### src/lfc_pkg.sv
// Shared types, constants and the segment lookup for the two-channel lux core.
`default_nettype none

package lfc_pkg;

   // Field widths
   localparam int CNT_W     = 16;   // raw photodiode count
   localparam int BASE_W    = 15;   // Q10 time scale before the gain shift
   localparam int GAIN_SH   = 4;    // 1x gain scales by 16
   localparam int SCL_W     = BASE_W + GAIN_SH;
   localparam int CH_FRAC   = 10;
   localparam int CH_W      = CNT_W + SCL_W - CH_FRAC;  // scaled count
   localparam int QUO_W     = 11;   // Q10 ratio, limited to below 2.0
   localparam int DIV_STEPS = QUO_W - 1;
   localparam int COEF_W    = 10;
   localparam int PROD_W    = CH_W + COEF_W;
   localparam int LUX_FRAC  = 14;
   localparam int LUX_W     = 21;
   localparam int SEGMENTS  = 8;

   // Configuration port
   localparam int CSR_IDX_W  = 1;
   localparam int CSR_DATA_W = 2;
   localparam logic [CSR_IDX_W-1:0] CSR_IDX_MODE = 1'b0;
   localparam logic [CSR_IDX_W-1:0] CSR_IDX_GAIN = 1'b1;

   // Integration time codes
   localparam logic [1:0] MODE_13MS  = 2'd0;
   localparam logic [1:0] MODE_101MS = 2'd1;
   localparam logic [1:0] MODE_402MS = 2'd2;

   // Q10 scale factors
   localparam logic [BASE_W-1:0] SCALE_13MS  = 15'h7517;
   localparam logic [BASE_W-1:0] SCALE_101MS = 15'h0FE7;
   localparam logic [BASE_W-1:0] SCALE_UNITY = 15'h0400;

   // Rounding constant for the Q14 result
   localparam logic [PROD_W:0] LUX_HALF = (PROD_W + 1)'(1 << (LUX_FRAC - 1));

   // CS-package breakpoints (Q9 ratio), intercepts and slopes
   localparam logic [QUO_W-1:0] SEG_LIMIT [SEGMENTS] = '{
      11'h043, 11'h085, 11'h0C8, 11'h10A, 11'h14D, 11'h19A, 11'h29A, 11'h29A
   };
   localparam logic [COEF_W-1:0] SEG_B [SEGMENTS] = '{
      10'h204, 10'h228, 10'h253, 10'h282, 10'h177, 10'h101, 10'h037, 10'h000
   };
   localparam logic [COEF_W-1:0] SEG_M [SEGMENTS] = '{
      10'h1AD, 10'h2C1, 10'h363, 10'h3DF, 10'h1DD, 10'h127, 10'h02B, 10'h000
   };

   typedef struct packed {
      logic [1:0] integration_mode;
      logic       high_gain;
   } lfc_cfg_type;

   // Scaled count pair leaving the multiplier stage
   typedef struct packed {
      logic            valid;
      logic [CH_W-1:0] c0;
      logic [CH_W-1:0] c1;
   } lfc_counts_type;

   // One divider stage
   typedef struct packed {
      logic             valid;
      logic             zero;   // broadband scaled to zero
      logic             over;   // ratio of 2.0 or more, beyond every segment
      logic [QUO_W-1:0] quo;
      logic [CH_W-1:0]  rem;
      logic [CH_W-1:0]  c0;
      logic [CH_W-1:0]  c1;
   } lfc_div_stage_type;

   // Ratio handed to the lux stages
   typedef struct packed {
      logic             valid;
      logic             zero;
      logic             over;
      logic [QUO_W-1:0] quo;
      logic [CH_W-1:0]  c0;
      logic [CH_W-1:0]  c1;
   } lfc_ratio_type;

   typedef struct packed {
      logic [COEF_W-1:0] b;
      logic [COEF_W-1:0] m;
   } lfc_coef_type;

   // First segment whose limit the rounded Q9 ratio does not exceed
   function automatic lfc_coef_type lfc_segment(input logic [QUO_W-1:0] ratio);
      lfc_coef_type coef;
      logic         found;
      coef  = '0;
      found = 1'b0;
      for (int k = 0; k < SEGMENTS; k++) begin
         if (!found && ratio <= SEG_LIMIT[k]) begin
            coef.b = SEG_B[k];
            coef.m = SEG_M[k];
            found  = 1'b1;
         end
      end
      return coef;
   endfunction

endpackage

`default_nettype wire

### src/lfc_scale.sv
// Input stage: scales both raw counts by integration time and gain.
`default_nettype none

module lfc_scale (
   input  wire logic                         clock,
   input  wire logic                         reset,
   input  wire logic                         in_valid,
   input  wire logic [lfc_pkg::CNT_W-1:0]    broadband_count,
   input  wire logic [lfc_pkg::CNT_W-1:0]    infrared_count,
   input  wire lfc_pkg::lfc_cfg_type         cfg,
   output lfc_pkg::lfc_counts_type           counts
);
   import lfc_pkg::*;

   logic [BASE_W-1:0]       base;
   logic [SCL_W-1:0]        scale;
   logic [CNT_W+SCL_W-1:0]  prod0;
   logic [CNT_W+SCL_W-1:0]  prod1;
   lfc_counts_type          counts_in;
   lfc_counts_type          counts_ff;

   // Scale factor from the configuration; 402 ms and the unused mode code take the unity time scale
   always_comb begin
      priority if (cfg.integration_mode == MODE_13MS) begin
         base = SCALE_13MS;
      end else if (cfg.integration_mode == MODE_101MS) begin
         base = SCALE_101MS;
      end else begin
         base = SCALE_UNITY;
      end
      scale = cfg.high_gain ? {{GAIN_SH{1'b0}}, base} : {base, {GAIN_SH{1'b0}}};
   end

   // Two parallel multipliers, Q10 dropped
   always_comb begin
      prod0            = {{SCL_W{1'b0}}, broadband_count} * {{CNT_W{1'b0}}, scale};
      prod1            = {{SCL_W{1'b0}}, infrared_count} * {{CNT_W{1'b0}}, scale};
      counts_in.valid  = in_valid;
      counts_in.c0     = prod0[CNT_W+SCL_W-1:CH_FRAC];
      counts_in.c1     = prod1[CNT_W+SCL_W-1:CH_FRAC];
   end

   always_ff @(posedge clock) begin
      if (reset) begin
         counts_ff.valid <= 1'b0;
      end else begin
         counts_ff.valid <= counts_in.valid;
      end
      counts_ff.c0 <= counts_in.c0;
      counts_ff.c1 <= counts_in.c1;
   end

   assign counts = counts_ff;

endmodule

`default_nettype wire

### src/lfc_div.sv
// Pipelined restoring divider: Q10 ratio of infrared to broadband, one bit a stage.
`default_nettype none

module lfc_div (
   input  wire logic                     clock,
   input  wire logic                     reset,
   input  wire lfc_pkg::lfc_counts_type  counts,
   output lfc_pkg::lfc_ratio_type        ratio
);
   import lfc_pkg::*;

   lfc_div_stage_type stage_in [DIV_STEPS+1];
   lfc_div_stage_type stage_ff [DIV_STEPS+1];

   // First stage: range check and the integer bit of the quotient
   always_comb begin
      logic ge0;
      ge0               = counts.c1 >= counts.c0;
      stage_in[0].valid = counts.valid;
      stage_in[0].zero  = counts.c0 == '0;
      stage_in[0].over  = {1'b0, counts.c1} >= {counts.c0, 1'b0};
      stage_in[0].quo   = {{(QUO_W-1){1'b0}}, ge0};
      stage_in[0].rem   = ge0 ? counts.c1 - counts.c0 : counts.c1;
      stage_in[0].c0    = counts.c0;
      stage_in[0].c1    = counts.c1;
   end

   // Fraction bits: shift, compare, subtract
   for (genvar g = 1; g <= DIV_STEPS; g++) begin : g_step
      logic [CH_W:0] rem2;
      logic [CH_W:0] diff;
      logic          ge;

      always_comb begin
         rem2           = {stage_ff[g-1].rem, 1'b0};
         diff           = rem2 - {1'b0, stage_ff[g-1].c0};
         ge             = rem2 >= {1'b0, stage_ff[g-1].c0};
         stage_in[g]     = stage_ff[g-1];
         stage_in[g].quo = {stage_ff[g-1].quo[QUO_W-2:0], ge};
         stage_in[g].rem = ge ? diff[CH_W-1:0] : rem2[CH_W-1:0];
      end
   end

   // Stage registers; only the valid bits are reset
   for (genvar s = 0; s <= DIV_STEPS; s++) begin : g_reg
      always_ff @(posedge clock) begin
         if (reset) begin
            stage_ff[s].valid <= 1'b0;
         end else begin
            stage_ff[s].valid <= stage_in[s].valid;
         end
         stage_ff[s].zero <= stage_in[s].zero;
         stage_ff[s].over <= stage_in[s].over;
         stage_ff[s].quo  <= stage_in[s].quo;
         stage_ff[s].rem  <= stage_in[s].rem;
         stage_ff[s].c0   <= stage_in[s].c0;
         stage_ff[s].c1   <= stage_in[s].c1;
      end
   end

   always_comb begin
      ratio.valid = stage_ff[DIV_STEPS].valid;
      ratio.zero  = stage_ff[DIV_STEPS].zero;
      ratio.over  = stage_ff[DIV_STEPS].over;
      ratio.quo   = stage_ff[DIV_STEPS].quo;
      ratio.c0    = stage_ff[DIV_STEPS].c0;
      ratio.c1    = stage_ff[DIV_STEPS].c1;
   end

`ifndef NO_ASSERTIONS
   // Remainder stays below the divisor whenever the quotient is in range
   a_rem_bound: assert property (@(posedge clock) disable iff (reset)
      stage_ff[DIV_STEPS].valid && !stage_ff[DIV_STEPS].zero && !stage_ff[DIV_STEPS].over
      |-> stage_ff[DIV_STEPS].rem < stage_ff[DIV_STEPS].c0)
      else $error("divider remainder not below divisor");

   // Each transaction leaves the divider only after passing through every stage register
   a_div_latency: assert property (@(posedge clock) disable iff (reset)
      stage_ff[DIV_STEPS].valid |-> $past(counts.valid, DIV_STEPS + 1))
      else $error("divider output without matching input");
`endif

endmodule

`default_nettype wire

### src/lfc_lux.sv
// Back end: segment lookup, weighted products, clamp, round and output register.
`default_nettype none

module lfc_lux (
   input  wire logic                    clock,
   input  wire logic                    reset,
   input  wire lfc_pkg::lfc_ratio_type  ratio,
   output logic                         rsp_valid,
   output logic [lfc_pkg::LUX_W-1:0]    rsp_lux
);
   import lfc_pkg::*;

   // Segment stage
   logic [QUO_W:0]     ratio_sum;
   logic [QUO_W-1:0]   ratio_rnd;
   lfc_coef_type       coef;
   logic               seg_valid_ff;
   logic [CH_W-1:0]    seg_c0_ff;
   logic [CH_W-1:0]    seg_c1_ff;
   lfc_coef_type       seg_coef_ff;

   // Multiply stage
   logic               mul_valid_ff;
   logic [PROD_W-1:0]  pos_in;
   logic [PROD_W-1:0]  neg_in;
   logic [PROD_W-1:0]  pos_ff;
   logic [PROD_W-1:0]  neg_ff;

   // Output stage
   logic [PROD_W:0]          rounded;
   logic [PROD_W-LUX_FRAC:0] shifted;
   logic [LUX_W-1:0]         lux_in;
   logic                     rsp_valid_ff;
   logic [LUX_W-1:0]         rsp_lux_ff;

   // Round Q10 ratio to Q9 and pick the segment; zero broadband reads as ratio 0
   always_comb begin
      ratio_sum = {1'b0, ratio.quo} + (QUO_W + 1)'(1);
      ratio_rnd = ratio.zero ? '0 : ratio_sum[QUO_W:1];
      coef      = ratio.over ? '0 : lfc_segment(ratio_rnd);
   end

   always_ff @(posedge clock) begin
      if (reset) begin
         seg_valid_ff <= 1'b0;
      end else begin
         seg_valid_ff <= ratio.valid;
      end
      seg_c0_ff   <= ratio.c0;
      seg_c1_ff   <= ratio.c1;
      seg_coef_ff <= coef;
   end

   // Channel products
   always_comb begin
      pos_in = {{COEF_W{1'b0}}, seg_c0_ff} * {{CH_W{1'b0}}, seg_coef_ff.b};
      neg_in = {{COEF_W{1'b0}}, seg_c1_ff} * {{CH_W{1'b0}}, seg_coef_ff.m};
   end

   always_ff @(posedge clock) begin
      if (reset) begin
         mul_valid_ff <= 1'b0;
      end else begin
         mul_valid_ff <= seg_valid_ff;
      end
      pos_ff <= pos_in;
      neg_ff <= neg_in;
   end

   // Difference with half-lux rounding, negative clamps to zero, saturate at full scale
   always_comb begin
      rounded = {1'b0, pos_ff} + LUX_HALF - {1'b0, neg_ff};
      shifted = rounded[PROD_W:LUX_FRAC];
      if (pos_ff <= neg_ff) begin
         lux_in = '0;
      end else if (shifted > {1'b0, {LUX_W{1'b1}}}) begin
         lux_in = {LUX_W{1'b1}};
      end else begin
         lux_in = shifted[LUX_W-1:0];
      end
   end

   always_ff @(posedge clock) begin
      if (reset) begin
         rsp_valid_ff <= 1'b0;
      end else begin
         rsp_valid_ff <= mul_valid_ff;
      end
      rsp_lux_ff <= lux_in;
   end

   assign rsp_valid = rsp_valid_ff;
   assign rsp_lux   = rsp_lux_ff;

`ifndef NO_ASSERTIONS
   // A zero intercept can only give zero lux once it reaches the output register
   a_zero_b: assert property (@(posedge clock) disable iff (reset)
      seg_valid_ff && seg_coef_ff.b == '0 |-> ##2 (rsp_valid && rsp_lux == '0))
      else $error("zero intercept gave non-zero lux");

   // Beyond the last breakpoint both coefficients are cleared
   a_over_coef: assert property (@(posedge clock) disable iff (reset)
      ratio.valid && ratio.over |=> seg_coef_ff.b == '0 && seg_coef_ff.m == '0)
      else $error("out-of-range ratio picked a segment");
`endif

endmodule

`default_nettype wire

### src/lux_from_two_channel_counts_core.sv
// Top level: configuration registers and the lux pipeline.
// A result strobes on rsp_valid after the scale, divider stage, segment, multiply and output registers.
// Throughput: one transaction per cycle; busy stays low, the 11-stage divider sets the depth.
// The receiver cannot stall: every result is shown for exactly one cycle.
// Reset (synchronous) empties the pipeline and sets 402 ms integration and 16x gain.
`default_nettype none

module lux_from_two_channel_counts_core (
   input  wire logic                          clock,
   input  wire logic                          reset,
   input  wire logic                          start,
   output logic                               busy,
   input  wire logic [lfc_pkg::CNT_W-1:0]     req_broadband_count,
   input  wire logic [lfc_pkg::CNT_W-1:0]     req_infrared_count,
   output logic                               rsp_valid,
   output logic [lfc_pkg::LUX_W-1:0]          rsp_lux,
   input  wire logic                          csr_valid,
   output logic                               csr_ready,
   input  wire logic [lfc_pkg::CSR_IDX_W-1:0] csr_index,
   input  wire logic [lfc_pkg::CSR_DATA_W-1:0] csr_data
);
   import lfc_pkg::*;

   lfc_cfg_type    cfg_ff;
   lfc_counts_type counts;
   lfc_ratio_type  ratio;
   logic           in_valid;

   // Fully pipelined: always ready for a transaction and a register write
   assign busy      = 1'b0;
   assign csr_ready = 1'b1;
   assign in_valid  = start && !busy;

   // Configuration registers
   always_ff @(posedge clock) begin
      if (reset) begin
         cfg_ff.integration_mode <= MODE_402MS;
         cfg_ff.high_gain        <= 1'b1;
      end else if (csr_valid && csr_ready) begin
         unique case (csr_index)
            CSR_IDX_MODE: begin
               cfg_ff.integration_mode <= csr_data[1:0];
            end
            CSR_IDX_GAIN: begin
               cfg_ff.high_gain <= csr_data[0];
            end
         endcase
      end
   end

   lfc_scale u_scale (
      .clock           (clock),
      .reset           (reset),
      .in_valid        (in_valid),
      .broadband_count (req_broadband_count),
      .infrared_count  (req_infrared_count),
      .cfg             (cfg_ff),
      .counts          (counts)
   );

   lfc_div u_div (
      .clock  (clock),
      .reset  (reset),
      .counts (counts),
      .ratio  (ratio)
   );

   lfc_lux u_lux (
      .clock     (clock),
      .reset     (reset),
      .ratio     (ratio),
      .rsp_valid (rsp_valid),
      .rsp_lux   (rsp_lux)
   );

endmodule

`default_nettype wire
### config.mk
export PLATFORM = sky130hd
export DESIGN_NAME = lux_from_two_channel_counts_core
export DESIGN_NICKNAME = d
export VERILOG_FILES = /design/src/lfc_pkg.sv /design/src/lfc_scale.sv /design/src/lfc_div.sv /design/src/lfc_lux.sv /design/src/lux_from_two_channel_counts_core.sv
export SDC_FILE = /design/constraint.sdc
export NUM_CORES = 2
export LEC_CHECK = 0
export BUFFER_PORTS_ARGS = -buffer_cell sky130_fd_sc_hd__buf_2
export CORE_ASPECT_RATIO = 0.5
export CORE_MARGIN = 2
export CORE_UTILIZATION = 38
export CTS_BUF_LIST = sky130_fd_sc_hd__clkbuf_4 sky130_fd_sc_hd__clkbuf_8
export CTS_CLUSTER_SIZE = 30
export DETAILED_ROUTE_END_ITERATION = 16
export SYNTH_ARGS = -nofsm -noshare
export SYNTH_HDL_FRONTEND = slang
export SYNTH_SLANG_ARGS = --single-unit
export TNS_END_PERCENT = 50
### constraint.sdc
create_clock -name clock -period 9 [get_ports clock]
set_input_delay 1.35 -clock clock [delete_from_list [all_inputs] [get_ports clock]]
set_output_delay 1.35 -clock clock [all_outputs]
set_load 0.01 [all_outputs]
==> flow_summary.json <==
{
  "wl_per_cell_um": 16.31,
  "slew_viol_final": 0,
  "start_util_pct": 38.40,
  "ys.flop_type": "dfxtp_1",
  "final_antenna_net_count": 0,
  "synth_cells": 7585,
  "ys_seq_elements": 1117,
  "tns_ns": 0,
  "ys_warn_count": 0,
  "start_kind": "register",
  "die_h_um": 317.1,
  "drt_first_pass_iters": 5,
  "coreArea_um2": 194000,
  "grt_max_degree": 55,
  "multiInputGateArea_um2": 46520,
  "dp_slack_ns": 0.7059,
  "gr-usage-all-layers_pct": 17.20,
  "numPortBuffers": 60,
  "synth-edff-count": 0,
  "seq_area_frac_synth_pct": 30.02,
  "slowest_stage": "dfxtp_1",
  "syn_avg_cell_area_um2": 9.821,
  "gp_congestion": 0.8902,
  "end_kind": "register",
  "slew_headroom_pct": 13.80,
  "setup.worst_path.class": "register to register",
  "status": "completed",
  "final_util_pct": 42.00,
  "clock_skew_ns": 0.05594,
  "via_count": 49500,
  "io-pin-count": 63,
  "drive_above_1_share_pct": 7.534,
  "setup_viol": 0,
  "drt-total-wl_um": 169300,
  "period_share_pct": 86.52,
  "die_area_um2": 199800,
  "synthArstFlopShare_pct": 0,
  "timing.final.crit_period_ns": 7.787,
  "tritoncts": "built",
  "layout_setup_ws_ns": 1.213,
  "cts.sinks": 1117,
  "crit_fanout": 12,
  "cts.path.max_buffers": 3,
  "worstMarginPinSlew_ns": 1.291,
  "whs_ns": 0.3107,
  "syn_area_um2": 74490,
  "postCtsSetupBuffers": 0,
  "drv_cap": 0,
  "die_w_um": 630.1,
  "grt_pass1_wl_um": 274200,
  "cts-root-buf": "clkbuf_8",
  "cpPeakStageDelay_ns": 0.54,
  "regArea_um2": 22360,
  "synth_cell_types": 85,
  "layout_commonest_cell": "inv_1",
  "cts_resized": 0,
  "drt_iter0_markers": 2586,
  "grt-ovfl-total": 0,
  "antenna_found_initial": 3,
  "row_count": 114,
  "rsz0062_at_grt": "false",
  "h-tree-depth": 4,
  "worstPathArrival_ns": 8.52,
  "viasPerCell": 4.770,
  "nets": 9248,
  "drc": 0,
  "path_cells": "o21ai_2 > and2_0 > nand2_1 > fa_1 > fa_1 > fa_1 > inv_1 > fa_1 > fa_1 > inv_1 > fa_1 > inv_1 > ha_1 > a21o_1 > a21o_1 > o21ai_1 > nand2b_1 > o41a_1 > a221o_1 > a31o_1 > o41a_1 > and4_1 > or3_1",
  "grt_pass1_vias": 51550,
  "timing.fmax_mhz": 128.4,
  "clock_latency_ns": 0.90,
  "syn2layout_area_growth_pct": 9.364,
  "dp_hpwl_um": 137000,
  "cts_made_buffers": 164,
  "path_common_cell": "fa_1",
  "worst_ep_required_time_ns": 9.74,
  "layout_common_cells": "inv_1 (1291), dfxtp_1 (1117), fa_1 (828), ha_1 (752), nand2_1 (702)",
  "nFillCells": 18890,
  "hold_viol_final": 0,
  "synth_fp_nets": 9204,
  "worstHoldPathType": "register to register",
  "hold_buffers": 0,
  "clkTransAtPathRegs_ns": 0.07
}
[metal layers]
metal | wire length [um] | GRT usage (%)
met5 | 0 | 0
met4 | 5554 | 6.350
met3 | 6079 | 2.133
met2 | 80520 | 29.92
met1 | 77130 | 22.04
[worst paths after layout]
check	startpoint	endpoint	slack, ns	depth (start not counted)
worst max-delay path	cfg_ff[2]	u_scale.counts[24]	1.21	23
worst min-delay path	u_div.stage_ff[2][166]	u_div.stage_ff[2][256]	0.31	0
worst max register to register	cfg_ff[2]	u_scale.counts[24]	1.21	23
worst min register to register	u_div.stage_ff[2][166]	u_div.stage_ff[2][256]	0.31	0
[synth_stat cells, drive strengths merged (6+ instances only)]
master / n / share of area [%]
a31oi: 25 / 0.21
and4: 15 / 0.18
mux2i: 14 / 0.19
o22ai: 10 / 0.084
fa: 828 / 22
a41oi: 9 / 0.11
nand3b: 11 / 0.11
buf: 28 / 0.19
o311ai: 7 / 0.082
ha: 752 / 13
o21bai: 36 / 0.36
o41ai: 7 / 0.10
a21o: 177 / 1.8
nor3: 71 / 0.48
a211oi: 36 / 0.36
a21boi: 12 / 0.13
nand2: 702 / 3.5
o211ai: 19 / 0.19
o31ai: 21 / 0.22
a211o: 15 / 0.18
nor2b: 74 / 0.62
xnor2: 229 / 2.7
nand2b: 61 / 0.51
nand4: 60 / 0.50
o2111ai: 8 / 0.094
or3: 16 / 0.13
and3: 58 / 0.49
xor2: 114 / 1.3
a311oi: 6 / 0.087
nor4: 21 / 0.18
nand3: 53 / 0.36
nor2: 261 / 1.3
or2: 12 / 0.10
dfxtp: 1117 / 30
a21oi: 367 / 2.5
a221oi: 6 / 0.071
a31o: 11 / 0.13
clkbuf: 186 / 0.94
inv: 1291 / 6.5
nand4b: 9 / 0.11
mux2: 139 / 2.1
o31a: 13 / 0.15
o21ai: 204 / 1.4
and2: 352 / 3.0
o21a: 57 / 0.57
[logic make-up (layout without fill, tap and decap cells)]
kind of cell | Yosys count | count (layout) | synth area share, %
XOR/XNOR | 343 | 343 | 4.033
flip-flops | 1117 | 1117 | 30.02
adder cells (fa/ha/maj) | 1580 | 1580 | 34.88
AND/OR/NAND/NOR | 1788 | 1788 | 11.71
AO/OA/AOI/OAI | 1097 | 1097 | 9.428
multiplexers | 153 | 153 | 2.289
buffers and inverters | 1505 | 1685 | 7.631
other | 2 | 6 | 0.01008
[through the flow]
stage / cell area (um^2) / cells
3_5_place_dp: 77540 / 10070
5_1_grt: 81470 / 10380
2_1_floorplan: 74490 / 7585
6_report: 81470 / 10380
4_1_cts: 81460 / 10380
3_3_place_gp: 77540 / 10070
[sequential cells by signal, indices dropped and copies added, names as in the netlist, 3 cells and up]
name               flops
u_lux.neg_ff          35
cfg_ff                 3
u_lux.pos_ff          35
u_lux.seg_c1_ff       25
u_lux.seg_c0_ff       25
u_lux.seg_coef_ff     20
u_scale.counts        51
u_div.stage_ff       899
u_lux.rsp_lux         21
[area by class of cell]
class,instances,area share (%)
Tap cell,2610,4.009
Antenna cell,4,0.01229
Sequential cell,1117,27.45
Timing Repair Buffer,92,0.6635
Inverter,1291,5.948
Clock buffer,237,3.728
Multi-Input combinational cell,4963,57.11
Clock inverter,65,1.083
[worst max-delay path, delay by kind of cell (launching register included)]
kind / cells / cell delay (ns)
AO/OA/AOI/OAI: 8 / 2.56
flip-flops: 1 / 0.54
buffers and inverters: 3 / 0.14
adder cells (fa/ha/maj): 7 / 3.36
AND/OR/NAND/NOR: 5 / 1.04
Power is not shown: default switching activity piles up to over one toggle a cycle in this logic, so the estimate is an artifact.
